**config.mk**
```make
export PLATFORM = sky130hd
export DESIGN_NAME = cft_step
export DESIGN_NICKNAME = d
export VERILOG_FILES = /design/src/cft_pkg.sv /design/src/cft_step.sv
export SDC_FILE = /design/constraint.sdc
export NUM_CORES = 1
export LEC_CHECK = 0
export ABC_AREA = 1
export BUFFER_PORTS_ARGS = -buffer_cell sky130_fd_sc_hd__buf_2
export CAP_MARGIN = 40
export CORE_UTILIZATION = 35
export DETAILED_ROUTE_END_ITERATION = 10
export SYNTH_ARGS = -nofsm -noshare
export SYNTH_HDL_FRONTEND = slang
export SYNTH_SLANG_ARGS = --single-unit
export TNS_END_PERCENT = 50
```
**constraint.sdc**
```tcl
create_clock -name i_clk -period 3.73 [get_ports i_clk]
set_clock_uncertainty 0.05 [all_clocks]
set_input_delay 0.373 -clock i_clk [delete_from_list [all_inputs] [get_ports i_clk]]
set_output_delay 0.373 -clock i_clk [all_outputs]
set_load 0.01 [all_outputs]
```
**src/cft_pkg.sv**
```systemverilog
// Package: shared types, codes and helpers for the CSV field tokenizer.
package cft_pkg;

    localparam int unsigned ByteW    = 8;
    localparam int unsigned CfgIdxW  = 2;
    localparam logic [ByteW-1:0] NlByte       = 8'h0A;
    localparam logic [ByteW-1:0] SepResetVal  = 8'd44;
    localparam logic [ByteW-1:0] QuoteResetVal = 8'd34;

    typedef enum logic [CfgIdxW-1:0] {
        CFG_SEPARATOR = 2'd0,
        CFG_QUOTE     = 2'd1
    } t_cfg_reg;

    typedef enum logic [1:0] {
        MODE_START  = 2'd0,
        MODE_PLAIN  = 2'd1,
        MODE_QUOTED = 2'd2,
        MODE_QSEEN  = 2'd3
    } t_mode;

    typedef enum logic [1:0] {
        KIND_BYTE   = 2'd0,
        KIND_FIELD  = 2'd1,
        KIND_RECORD = 2'd2,
        KIND_ERROR  = 2'd3
    } t_kind;

    typedef struct packed {
        logic [ByteW-1:0] data_byte;
        logic             end_marker;
    } t_in_item;

    typedef struct packed {
        logic [ByteW-1:0] out_byte;
        t_kind            kind;
        logic             in_header;
        logic             last_result;
    } t_out_item;

    typedef struct packed {
        logic [CfgIdxW-1:0] reg_index;
        logic [ByteW-1:0]   wr_data;
    } t_cfg_item;

    // results of one item, up to two, first in res0
    typedef struct packed {
        logic [1:0] cnt;
        t_out_item  res0;
        t_out_item  res1;
    } t_step_res;

    function automatic t_out_item mk_result(input logic [ByteW-1:0] b, input t_kind k,
                                            input logic hdr);
        t_out_item r;
        r.out_byte    = (k == KIND_BYTE) ? b : '0;
        r.kind        = k;
        r.in_header   = hdr;
        r.last_result = 1'b0;
        return r;
    endfunction

endpackage

```
**src/cft_step.sv**
```systemverilog
// Parse engine: mode state and the results of the registered input byte.
module cft_step (
    input  logic                i_clk,
    input  logic                i_rst_n,
    input  cft_pkg::t_in_item   i_item,
    input  logic                i_advance,
    input  logic [7:0]          i_sep,
    input  logic [7:0]          i_quote,
    output cft_pkg::t_step_res  o_res
);
    import cft_pkg::*;

    t_mode r_mode, n_mode;
    logic  r_rec, n_rec;
    logic  r_hdr, n_hdr;
    t_step_res res;
    logic [ByteW-1:0] b;

    assign b = i_item.data_byte;

    always_comb begin
        n_mode   = r_mode;
        n_rec    = r_rec;
        n_hdr    = r_hdr;
        res.cnt  = 2'd0;
        res.res0 = mk_result('0, KIND_BYTE, r_hdr);
        res.res1 = mk_result('0, KIND_BYTE, r_hdr);
        if (i_item.end_marker) begin
            if (r_mode == MODE_QUOTED) begin
                res.res0 = mk_result('0, KIND_ERROR, r_hdr);
                res.cnt  = 2'd1;
            end else if (r_rec || r_mode != MODE_START) begin
                res.res0 = mk_result('0, KIND_RECORD, r_hdr);
                res.cnt  = 2'd1;
            end
            n_mode = MODE_START;
            n_rec  = 1'b0;
            n_hdr  = 1'b1;
        end else begin
            unique case (r_mode)
                MODE_START, MODE_PLAIN: begin
                    if (b == NlByte) begin
                        res.res0 = mk_result('0, KIND_RECORD, r_hdr);
                        res.cnt  = 2'd1;
                        n_hdr    = 1'b0;
                        n_rec    = 1'b0;
                        n_mode   = MODE_START;
                    end else if (b == i_sep) begin
                        res.res0 = mk_result('0, KIND_FIELD, r_hdr);
                        res.cnt  = 2'd1;
                        n_rec    = 1'b1;
                        n_mode   = MODE_START;
                    end else if (r_mode == MODE_START && b == i_quote) begin
                        n_rec  = 1'b1;
                        n_mode = MODE_QUOTED;
                    end else begin
                        res.res0 = mk_result(b, KIND_BYTE, r_hdr);
                        res.cnt  = 2'd1;
                        n_rec    = 1'b1;
                        n_mode   = MODE_PLAIN;
                    end
                end
                MODE_QUOTED: begin
                    if (b == i_quote) begin
                        n_mode = MODE_QSEEN;
                    end else begin
                        res.res0 = mk_result(b, KIND_BYTE, r_hdr);
                        res.cnt  = 2'd1;
                    end
                end
                MODE_QSEEN: begin
                    if (b == i_quote) begin
                        res.res0 = mk_result(b, KIND_BYTE, r_hdr);
                        res.cnt  = 2'd1;
                        n_mode   = MODE_QUOTED;
                    end else if (b == NlByte) begin
                        res.res0 = mk_result('0, KIND_RECORD, r_hdr);
                        res.cnt  = 2'd1;
                        n_hdr    = 1'b0;
                        n_rec    = 1'b0;
                        n_mode   = MODE_START;
                    end else if (b == i_sep) begin
                        res.res0 = mk_result('0, KIND_FIELD, r_hdr);
                        res.cnt  = 2'd1;
                        n_mode   = MODE_START;
                    end else begin
                        // stray quote: emit it as content, stay quoted
                        res.res0 = mk_result(i_quote, KIND_BYTE, r_hdr);
                        res.res1 = mk_result(b, KIND_BYTE, r_hdr);
                        res.cnt  = 2'd2;
                        n_mode   = MODE_QUOTED;
                    end
                end
                default: ;
            endcase
        end
        if (res.cnt == 2'd2) begin
            res.res1.last_result = 1'b1;
        end else if (res.cnt == 2'd1) begin
            res.res0.last_result = 1'b1;
        end
    end

    always_ff @(posedge i_clk) begin
        if (!i_rst_n) begin
            r_mode <= MODE_START;
            r_rec  <= 1'b0;
            r_hdr  <= 1'b1;
        end else if (i_advance) begin
            r_mode <= n_mode;
            r_rec  <= n_rec;
            r_hdr  <= n_hdr;
        end
    end

    assign o_res = res;

    a_err_only_quoted: assert property (@(posedge i_clk) disable iff (!i_rst_n)
        (i_advance && res.cnt != 2'd0 && res.res0.kind == KIND_ERROR)
            |-> (r_mode == MODE_QUOTED && i_item.end_marker))
        else $error("error result outside quoted field");

    a_hdr_after_end: assert property (@(posedge i_clk) disable iff (!i_rst_n)
        (i_advance && i_item.end_marker) |=> (r_hdr && !r_rec && r_mode == MODE_START))
        else $error("state not restored after end marker");

    a_pair_stray: assert property (@(posedge i_clk) disable iff (!i_rst_n)
        (res.cnt == 2'd2) |-> (r_mode == MODE_QSEEN && !i_item.end_marker))
        else $error("two results outside quote-seen mode");

endmodule

```
# Word-level counts from Yosys, hierarchy flattened
# Cells that the tools add are included.
[word_totals] out_inout_bits=26 regBits=4 in_bits=28 word_cells=60
[op_classes] n_eq_ne=11 n_mux=37 reduce_logical=9
[ops] cell="two-way mux 13 bit" count=6
[ops] cell="two-way mux 12 bit" count=5
[ops] cell="two-way mux 14 bit" count=4
[ops] cell="one-hot mux 14 bit (3 select lines)" count=1
[ops] cell="equality test 8 bit" count=2
[ops] cell="two-way mux 2 bit" count=8
[ops] cell="two-way mux 1 bit" count=10
[ops] cell="equality test 8 x 4 -> 1 bit (second input constant)" count=1
[ops] cell="equality test 2 bit (second input constant)" count=3
[ops] cell="!= test 3 bit (second input constant)" count=2
[ops] cell="one-hot mux 2 bit (3 select lines)" count=1
[ops] cell="equality test 2 x 1 -> 1 bit (second input constant)" count=2
[ops] cell="one-hot mux 1 bit (2 select lines)" count=2
[ops] cell="AND reduction 4 bit" count=1
[ops] cell="!= test 3 x 2 -> 1 bit (second input constant)" count=1
[ops] cell="AND reduction 3 bit" count=1
[ops] cell="nonzero test 3 bit" count=1
[ops] cell="zero test 2 bit" count=1
[ops] cell="AND reduction 2 bit" count=1
[ops] cell="nonzero test 2 bit" count=1
[ops] cell="OR reduction 2 bit" count=1
[ops] cell="logical AND 1 bit" count=1
[ops] cell="logical OR 1 bit" count=1

# Depth between registers and ports, before layout
# Gate-level depths: netlist of run 1.
[depth] depth_word=10 ltp_mapped=13 depth_no_buf=12

# Least setup slack after synthesis of run 1
# Ideal clock, no wire load.
[synth_timing] path_type="input -> output" startpoint="in i_item[1] in the netlist's numbering" endpoint="out o_res[10] in the netlist's numbering" t_required_ps=3307 path_slack_ps=1945 arrival_ps=1362 cell_stages=12 n_path_buf=0 cell_sequence="inv_2 > nand2_1 > nand2_1 > nand2_1 > inv_1 > nand2_1 > nor2_2 > nor2_2 > nand2_1 > nor2_4 > inv_2 > nor2_1"
[synth_lines] element="from (decl)" line="cft_step.sv:5" source="input cft_pkg::t_in_item i_item,"
[synth_lines] element="to (decl)" line="cft_step.sv:9" source="output cft_pkg::t_step_res o_res"

==> run metrics, run 1 <==
status complete, no violations; setup slack at placement 1.46 ns; initial core utilization 36.9%; critical path class register to output port; grt ovf 0; FP Rows 21; cells taking the most area after synthesis nand2_1 29%, inv_1 11%, nand3_1 9.7%; Yosys cell types 27; most common cell after layout, fill and taps aside nand2_1; final worst setup slack 1.24 ns; Slew Limit Fails 0; Boundary Pins 54; YS warnings 0; Num CTS Buffers 3; Combinational Power Share 57.3%; number of vias per cell 4.63; Clk Latency, worst-skew pair 0.23 ns; Max Fanout on Critical Path 13; share of layout cells above drive strength 1 27.4%; Die X 61.6 um; Placed Cells 350; final setup fails 0; P_sw 112 uW; synthesized cell area 1240 um^2; Via Count 1633; Final Critical Period 2.49 ns; sequential share of power 20.8%; Final Wtd Congestion 0.827; gr usage total 21.4%; Routed WL per cell 10.7 um; clk sink count 4; final setup TNS 0 ns; Initial DRC Count 128; final-report hold violation count 0; Pre-antenna DRT Iters 4; first-pass GRT wire length 6150 um; Final Cycle Share 66.7%; core box area 3360 um^2; Max Buffers Root-to-Sink 2; # nets final 337; Worst setup SP type register; antenna cells 0; final wirelength 3770 um; Die Area 3790 um^2; Max Cap Violations 0; register area share after synthesis 6.45%; CTS tree done; Max Clk Rate 402 MHz; CTS clk-pin slew, worst paths 0.04 ns; initial antenna violation count 0; die span in y 61.6 um; Max VDD drop 77.9 uV; Synth area leader nand2_1; Synth-to-Final Area Change 22.7%; antenna viol nets, final 0; top-area cell type share of the netlist area 29.0%; Seq. cell area 80.1 um^2; # Post-CTS Setup Buffers 0; Post-route DRC 0; port bufs 51; Post-CTS Hold Fix Bufs 0; P_leak 0.000983 uW; Root Buffer clkbuf_4; vias in the first global route 1360; Pint 133 uW; pwr/cell area 160 nW/um^2; area of the multi-input gates 932 um^2; clock power share 21.9%; RSZ-0062 raised after global routing no; hpwl dp 2990 um; switching share of power 45.8%; Finished Layout Cells 353; CP endpoint kind output port; Req. time, crit path 3.31 ns; post-CTS sizing 0; Hold/Removal Path Class primary input to register; commonest non-fill, non-tap cells in the layout 96 x nand2_1, 51 x buf_2, 35 x inv_1, 24 x nor2_1, 24 x nand3_1; Post-Syn Instances 261; pin count of the biggest net entering global routing 14; fillers 392; data arrival time of the worst path 2.06 ns; Post-Syn Area per Cell 4.76 um^2; Layout Utilization 45.3%; htree depth 1; post-synthesis register bit count 4
final cells by class:
cell class / count / area share (%)
inverter: 47 / 11.6
timing repair buffer: 51 / 16.7
multi-input combinational: 202 / 61.2
clock buffer: 3 / 1.48
tap: 46 / 3.78
sequential: 4 / 5.25
cell usage after synthesis:
cell type and instances:
nand2_4 3, a21boi_0 1, dfxtp_1 4, buf_4 4, clkinv_1 1, buf_6 1
o21ai_0 13, o22ai_1 1, nor4_1 2, nand2_1 96, inv_2 11, nor2_1 24
clkbuf_1 3, xnor2_1 1, nor3_1 1, nand4_1 4, nor2_4 2, nand3_1 24
a21oi_1 11, buf_2 1, o31ai_1 1, conb_1 1, o21ai_1 2, inv_1 35
nand2_2 6, nor2_2 5, a21oi_2 3
through the flow:
stage | power, uW | instance area [um^2] | hold slack [ns]
after floorplan | 142 | 1250 | 0.379
after global placement | 190 | 1500 | 0.390
after detailed placement | 190 | 1500 | 0.402
after CTS | 246 | 1520 | 0.350
after global routing | 272 | 1520 | 0.352
final | 245 | 1520 | 0.360
registers in the layout, summed over array words and instances (netlist names):
register  flops
r_hdr         1
r_rec         1
r_mode        2
per-layer routing:
metal | wire length (um) | global-route usage [%]
met1 | 1990 | 32.4
met2 | 1580 | 32.9
met3 | 193 | 3.99
met4 | 0 | 0.952
met5 | 0 | 0
worst max-delay path, stage by stage (launching register included):
cell and delay [ns]:
dfxtp_1 0.54, inv_1 0.31, nor2_1 0.20, nand2_1 0.17, o21ai_0 0.21, inv_1 0.06
a21oi_1 0.18, buf_2 0.16
power groups by stage:
stage / combinational (uW) / sequential (uW) / clock, uW
floorplan: 94.4 / 47.1 / 0
global placement: 139 / 51.1 / 0
detailed placement: 139 / 51.4 / 0
CTS: 139 / 50.7 / 55.7
global route: 160 / 51.4 / 60.0
finish: 140 / 50.8 / 53.6
kinds of logic after synthesis:
| kind of cell | count (synthesis) | share of synthesized area [%] |
|---|---|---|
| buffers and inverters | 56 | 18.8 |
| XOR/XNOR | 1 | 0.705 |
| AND/OR/NAND/NOR | 167 | 59.4 |
| flip-flops | 4 | 6.45 |
| other | 1 | 0.302 |
| AO/OA/AOI/OAI | 32 | 14.3 |
path summary, 6_finish.rpt:
| check | to | slack [ns] | startpoint | depth (start not counted) |
|---|---|---|---|---|
| worst min-delay path | r_mode[0] | 0.36 | i_rst_n | 3 |
| worst min register to register | r_rec | 0.41 | r_rec | 2 |
| worst max register to register | r_mode[1] | 1.92 | r_mode[1] | 8 |
| worst max-delay path | o_res[18] | 1.24 | r_mode[1] | 7 |
(Power assumes the default switching activity.)
==> run 2: changes to the inputs <==
Clock period 3.73 ns to 2.1 ns, I/O delays scaled along.
==> run metrics, run 2 (synthesis results as in run 1) <==
status complete, no violations; CTS tree done; commonest non-fill, non-tap cells in the layout 95 x nand2_1, 51 x buf_2, 35 x inv_1, 24 x nor2_1, 24 x nand3_1; area of the multi-input gates 935 um^2; hold path depth 3; Synth-to-Final Area Change 25.4%; vias in the first global route 1384; Die X 61.6 um; Num CTS Buffers 3; Max Clk Rate 517 MHz; gr usage total 21.9%; data arrival time of the worst path 1.67 ns; Final Wtd Congestion 0.849; share of layout cells above drive strength 1 28.9%; Seq. cell area 81.3 um^2; clk sink count 4; Max VDD drop 232 uV; die span in y 61.6 um; final wirelength 3780 um; Max Cap Violations 0; Boundary Pins 54; initial core utilization 36.9%; Routed WL per cell 10.6 um; Req. time, crit path 1.84 ns; Final Cycle Share 92.1%; max reg flops 2; Die Area 3790 um^2; Max Fanout on Critical Path 7; initial antenna violation count 0; Hold/Removal Path Class primary input to register; Post-CTS Hold Fix Bufs 0; pin count of the biggest net entering global routing 14; critical path class register to output port; Largest Register r_mode; number of vias per cell 4.58; Via Count 1635; Initial DRC Count 81; port bufs 51; grt ovf 0; Clk Latency, worst-skew pair 0.24 ns; Pre-antenna DRT Iters 4; WHS 0.188 ns; hpwl dp 3120 um; Root Buffer clkbuf_4; htree depth 1; # nets final 341; Top Registers r_mode: 2 flops, r_hdr: 1 flops, r_rec: 1 flops; FP Rows 21; most common cell after layout, fill and taps aside nand2_1; core box area 3360 um^2; RSZ-0062 raised after global routing no; final setup fails 0; pwr/cell area 282 nW/um^2; CP endpoint kind output port; FF-to-FF path depth 8; P_leak 0.00100 uW; Worst setup SP type register; Post-route DRC 0; antenna cells 0; antenna viol nets, final 0; Final Critical Period 1.93 ns; final setup TNS 0 ns; Max Buffers Root-to-Sink 2; final-report hold violation count 0; Slew Limit Fails 0; fillers 437; first-pass GRT wire length 6230 um; CTS clk-pin slew, worst paths 0.04 ns
## run 2: final timing paths
path / slack [ns] / startpoint / endpoint
hold / removal: 0.19 / i_rst_n / r_mode[0]
setup / recovery: 0.17 / r_mode[0] / o_res[24]
hold reg to reg: 0.40 / r_rec / r_rec
setup reg to reg: 0.58 / r_mode[0] / r_mode[1]
## run 2: report_power, final
part,switching [uW],total [uW],internal (uW)
Clock,31.6,95.5,63.9
Combinational,160,256,96.5
Sequential,7.28,88.0,80.7
Total,198,440,241
## run 2: worst max-delay path, cell delays in order, from the launching register on
cell and delay, ns:
dfxtp_1 0.37, buf_4 0.18, nor2_1 0.18, inv_1 0.10, nor2_1 0.21, nand2_4 0.08
nand2_2 0.06, a21oi_2 0.03, o21ai_0 0.07, buf_2 0.15
## run 2: area by class of cell
class,instances,area share (%)
multi-input cells,202,60.0
repair buffers,55,18.3
inverters,47,11.3
flip-flops and latches,4,5.22
well taps,46,3.69
clock buffers,3,1.45
## run 2: metrics by stage
stage / power [uW] / worst slack (ns) / util [%] / cell area [um^2] / instances
floorplan: 251 / 0.604 / - / 1250 / 262
CTS: 442 / 0.0830 / 46.2 / 1550 / 357
global placement: 344 / 0.140 / 45.5 / 1530 / 354
detailed placement: 344 / 0.145 / 45.5 / 1530 / 354
finish: 440 / 0.166 / 46.3 / 1560 / 357
global route: 490 / 0.000232 / 46.3 / 1560 / 357
## run 2: what timing repair did
item / CTS / global route
resized for setup: 0 / 2
endpoints found under the setup margin: 0 / 18
setup buffers: 0 / 0
## run 2: routing by layer
layer	global-route usage, %	part of all wire [%]	routed length, um	vias to the layer above
met5	0	0	0	-
li1	-	-	-	910
met4	2.22	0.95	36	0
met3	4.20	4.6	172	2
met2	33.9	43	1630	48
met1	32.1	51	1940	675
==> run 3: changes to the inputs <==
--- a/config.mk
+++ b/config.mk
@@ -12,2 +12,3 @@
 export DETAILED_ROUTE_END_ITERATION = 10
+export SETUP_SLACK_MARGIN = 0.5
 export SYNTH_ARGS = -nofsm -noshare
--- a/constraint.sdc
+++ b/constraint.sdc
@@ -4,2 +4,2 @@
 set_output_delay 0.21 -clock i_clk [all_outputs]
-set_load 0.01 [all_outputs]
+set_load 0.02 [all_outputs]
==> run metrics, run 3 (synthesis results as in run 1) <==
die span in y 61.6 um; hpwl dp 3180 um; Num CTS Buffers 3; Max Fanout on Critical Path 8; CP endpoint kind output port; Die X 61.6 um; FP Rows 21; Die Area 3790 um^2; Clk Latency, worst-skew pair 0.24 ns; final wirelength 4900 um; Worst setup SP type register; P_leak 0.00125 uW; Post-route DRC 0; max reg flops 2; first-pass GRT wire length 7610 um; CTS tree done; Req. time, crit path 1.84 ns; Boundary Pins 54; Pint 332 uW; critical path class register to output port; Final Critical Period 1.75 ns; Synth-to-Final Area Change 81.5%; Via Count 1917; RSZ-0062 raised after global routing yes; Max Cap Violations 0; sequential share of power 14.3%; Max Clk Rate 571 MHz; Top Registers r_mode: 2 flops, r_hdr: 1 flops, r_rec: 1 flops; final setup fails 0; Pre-antenna DRT Iters 4; vias in the first global route 1736; grt ovf 0; Combinational Power Share 69.5%; clk sink count 4; data arrival time of the worst path 1.49 ns; initial antenna violation count 0; Root Buffer clkbuf_4; status complete, no violations; Largest Register r_mode; P_sw 275 uW; antenna viol nets, final 0; switching share of power 45.3%; Seq. cell area 87.6 um^2; initial core utilization 36.9%; area of the multi-input gates 1140 um^2; Routed WL per cell 12.6 um; htree depth 1; Post-CTS Hold Fix Bufs 0; Final Cycle Share 83.5%; fillers 310; final setup TNS 0 ns; Pwr Total 608 uW; # nets final 374; Final Wtd Congestion 0.836; Slew Limit Fails 0; commonest non-fill, non-tap cells in the layout 78 x nand2_1, 47 x buf_4, 29 x inv_1, 22 x nand2_2, 20 x buf_2; antenna cells 0; port bufs 51; pwr/cell area 269 nW/um^2; most common cell after layout, fill and taps aside nand2_1; core box area 3360 um^2; share of layout cells above drive strength 1 52.0%; gr usage total 27.0%; Max VDD drop 115 uV; number of vias per cell 4.92; CTS clk-pin slew, worst paths 0.04 ns; Hold/Removal Path Class primary input to register; final-report hold violation count 0; pin count of the biggest net entering global routing 12; Max Buffers Root-to-Sink 2; Initial DRC Count 107; clock power share 16.2%
## run 3: layer usage
| layer | GRT usage [%] | up-vias | wire length [um] |
|---|---|---|---|
| met5 | 0 | - | 0 |
| met4 | 7.62 | 0 | 82 |
| met3 | 5.04 | 12 | 269 |
| met2 | 45.2 | 68 | 2460 |
| met1 | 35.2 | 867 | 2090 |
| li1 | - | 970 | - |
## run 3: worst paths after layout
kind	to	slack, ns	start	depth (start not counted)
hold reg to reg	r_rec	0.42	r_rec	2
setup reg to reg	r_rec	0.62	r_mode[0]	10
hold / removal	r_mode[1]	0.18	i_rst_n	3
setup / recovery	o_res[22]	0.35	r_mode[0]	7
## run 3: repair_timing
action                     4_1_cts  5_1_grt
gates cloned                     0        0
setup endpoints to repair       22       22
pin swaps                       29       25
buffers inserted                32        0
hold endpoints to repair         0        0
resized for setup              104       47
## run 3: final cells by class
class | instances | area share (%)
inverters | 47 | 9.60
repair buffers | 88 | 32.4
clock buffers | 3 | 0.999
well taps | 46 | 2.55
multi-input cells | 202 | 50.6
flip-flops and latches | 4 | 3.88
## run 3: worst max-delay path, cell delays in order, from the launching register on
cell and delay [ns]:
dfxtp_4 0.36, buf_6 0.12, nor2_4 0.15, nand2_4 0.10
o21ai_1 0.14, inv_1 0.07, a21oi_2 0.16, buf_6 0.14
## run 3: power groups by stage
| stage | registers (uW) | logic [uW] | clock network (uW) |
|---|---|---|---|
| floorplan | 83.6 | 187 | 0 |
| global placement | 88.7 | 276 | 0 |
| detailed placement | 88.9 | 276 | 0 |
| CTS | 85.3 | 385 | 103 |
| global route | 87.0 | 460 | 109 |
| finish | 86.7 | 422 | 98.5 |
## run 3: stage by stage
| stage | area, um^2 | std cells | worst slack (ns) | util, % | hold WS, ns |
|---|---|---|---|---|---|
| after floorplan | 1250 | 262 | 0.451 | - | 0.296 |
| after global placement | 1550 | 355 | 0.115 | 46.0 | 0.392 |
| after detailed placement | 1550 | 355 | 0.176 | 46.0 | 0.397 |
| after CTS | 2100 | 390 | 0.417 | 62.6 | 0.163 |
| after global routing | 2250 | 390 | 0.291 | 67.0 | 0.174 |
| final | 2250 | 390 | 0.347 | 67.0 | 0.181 |
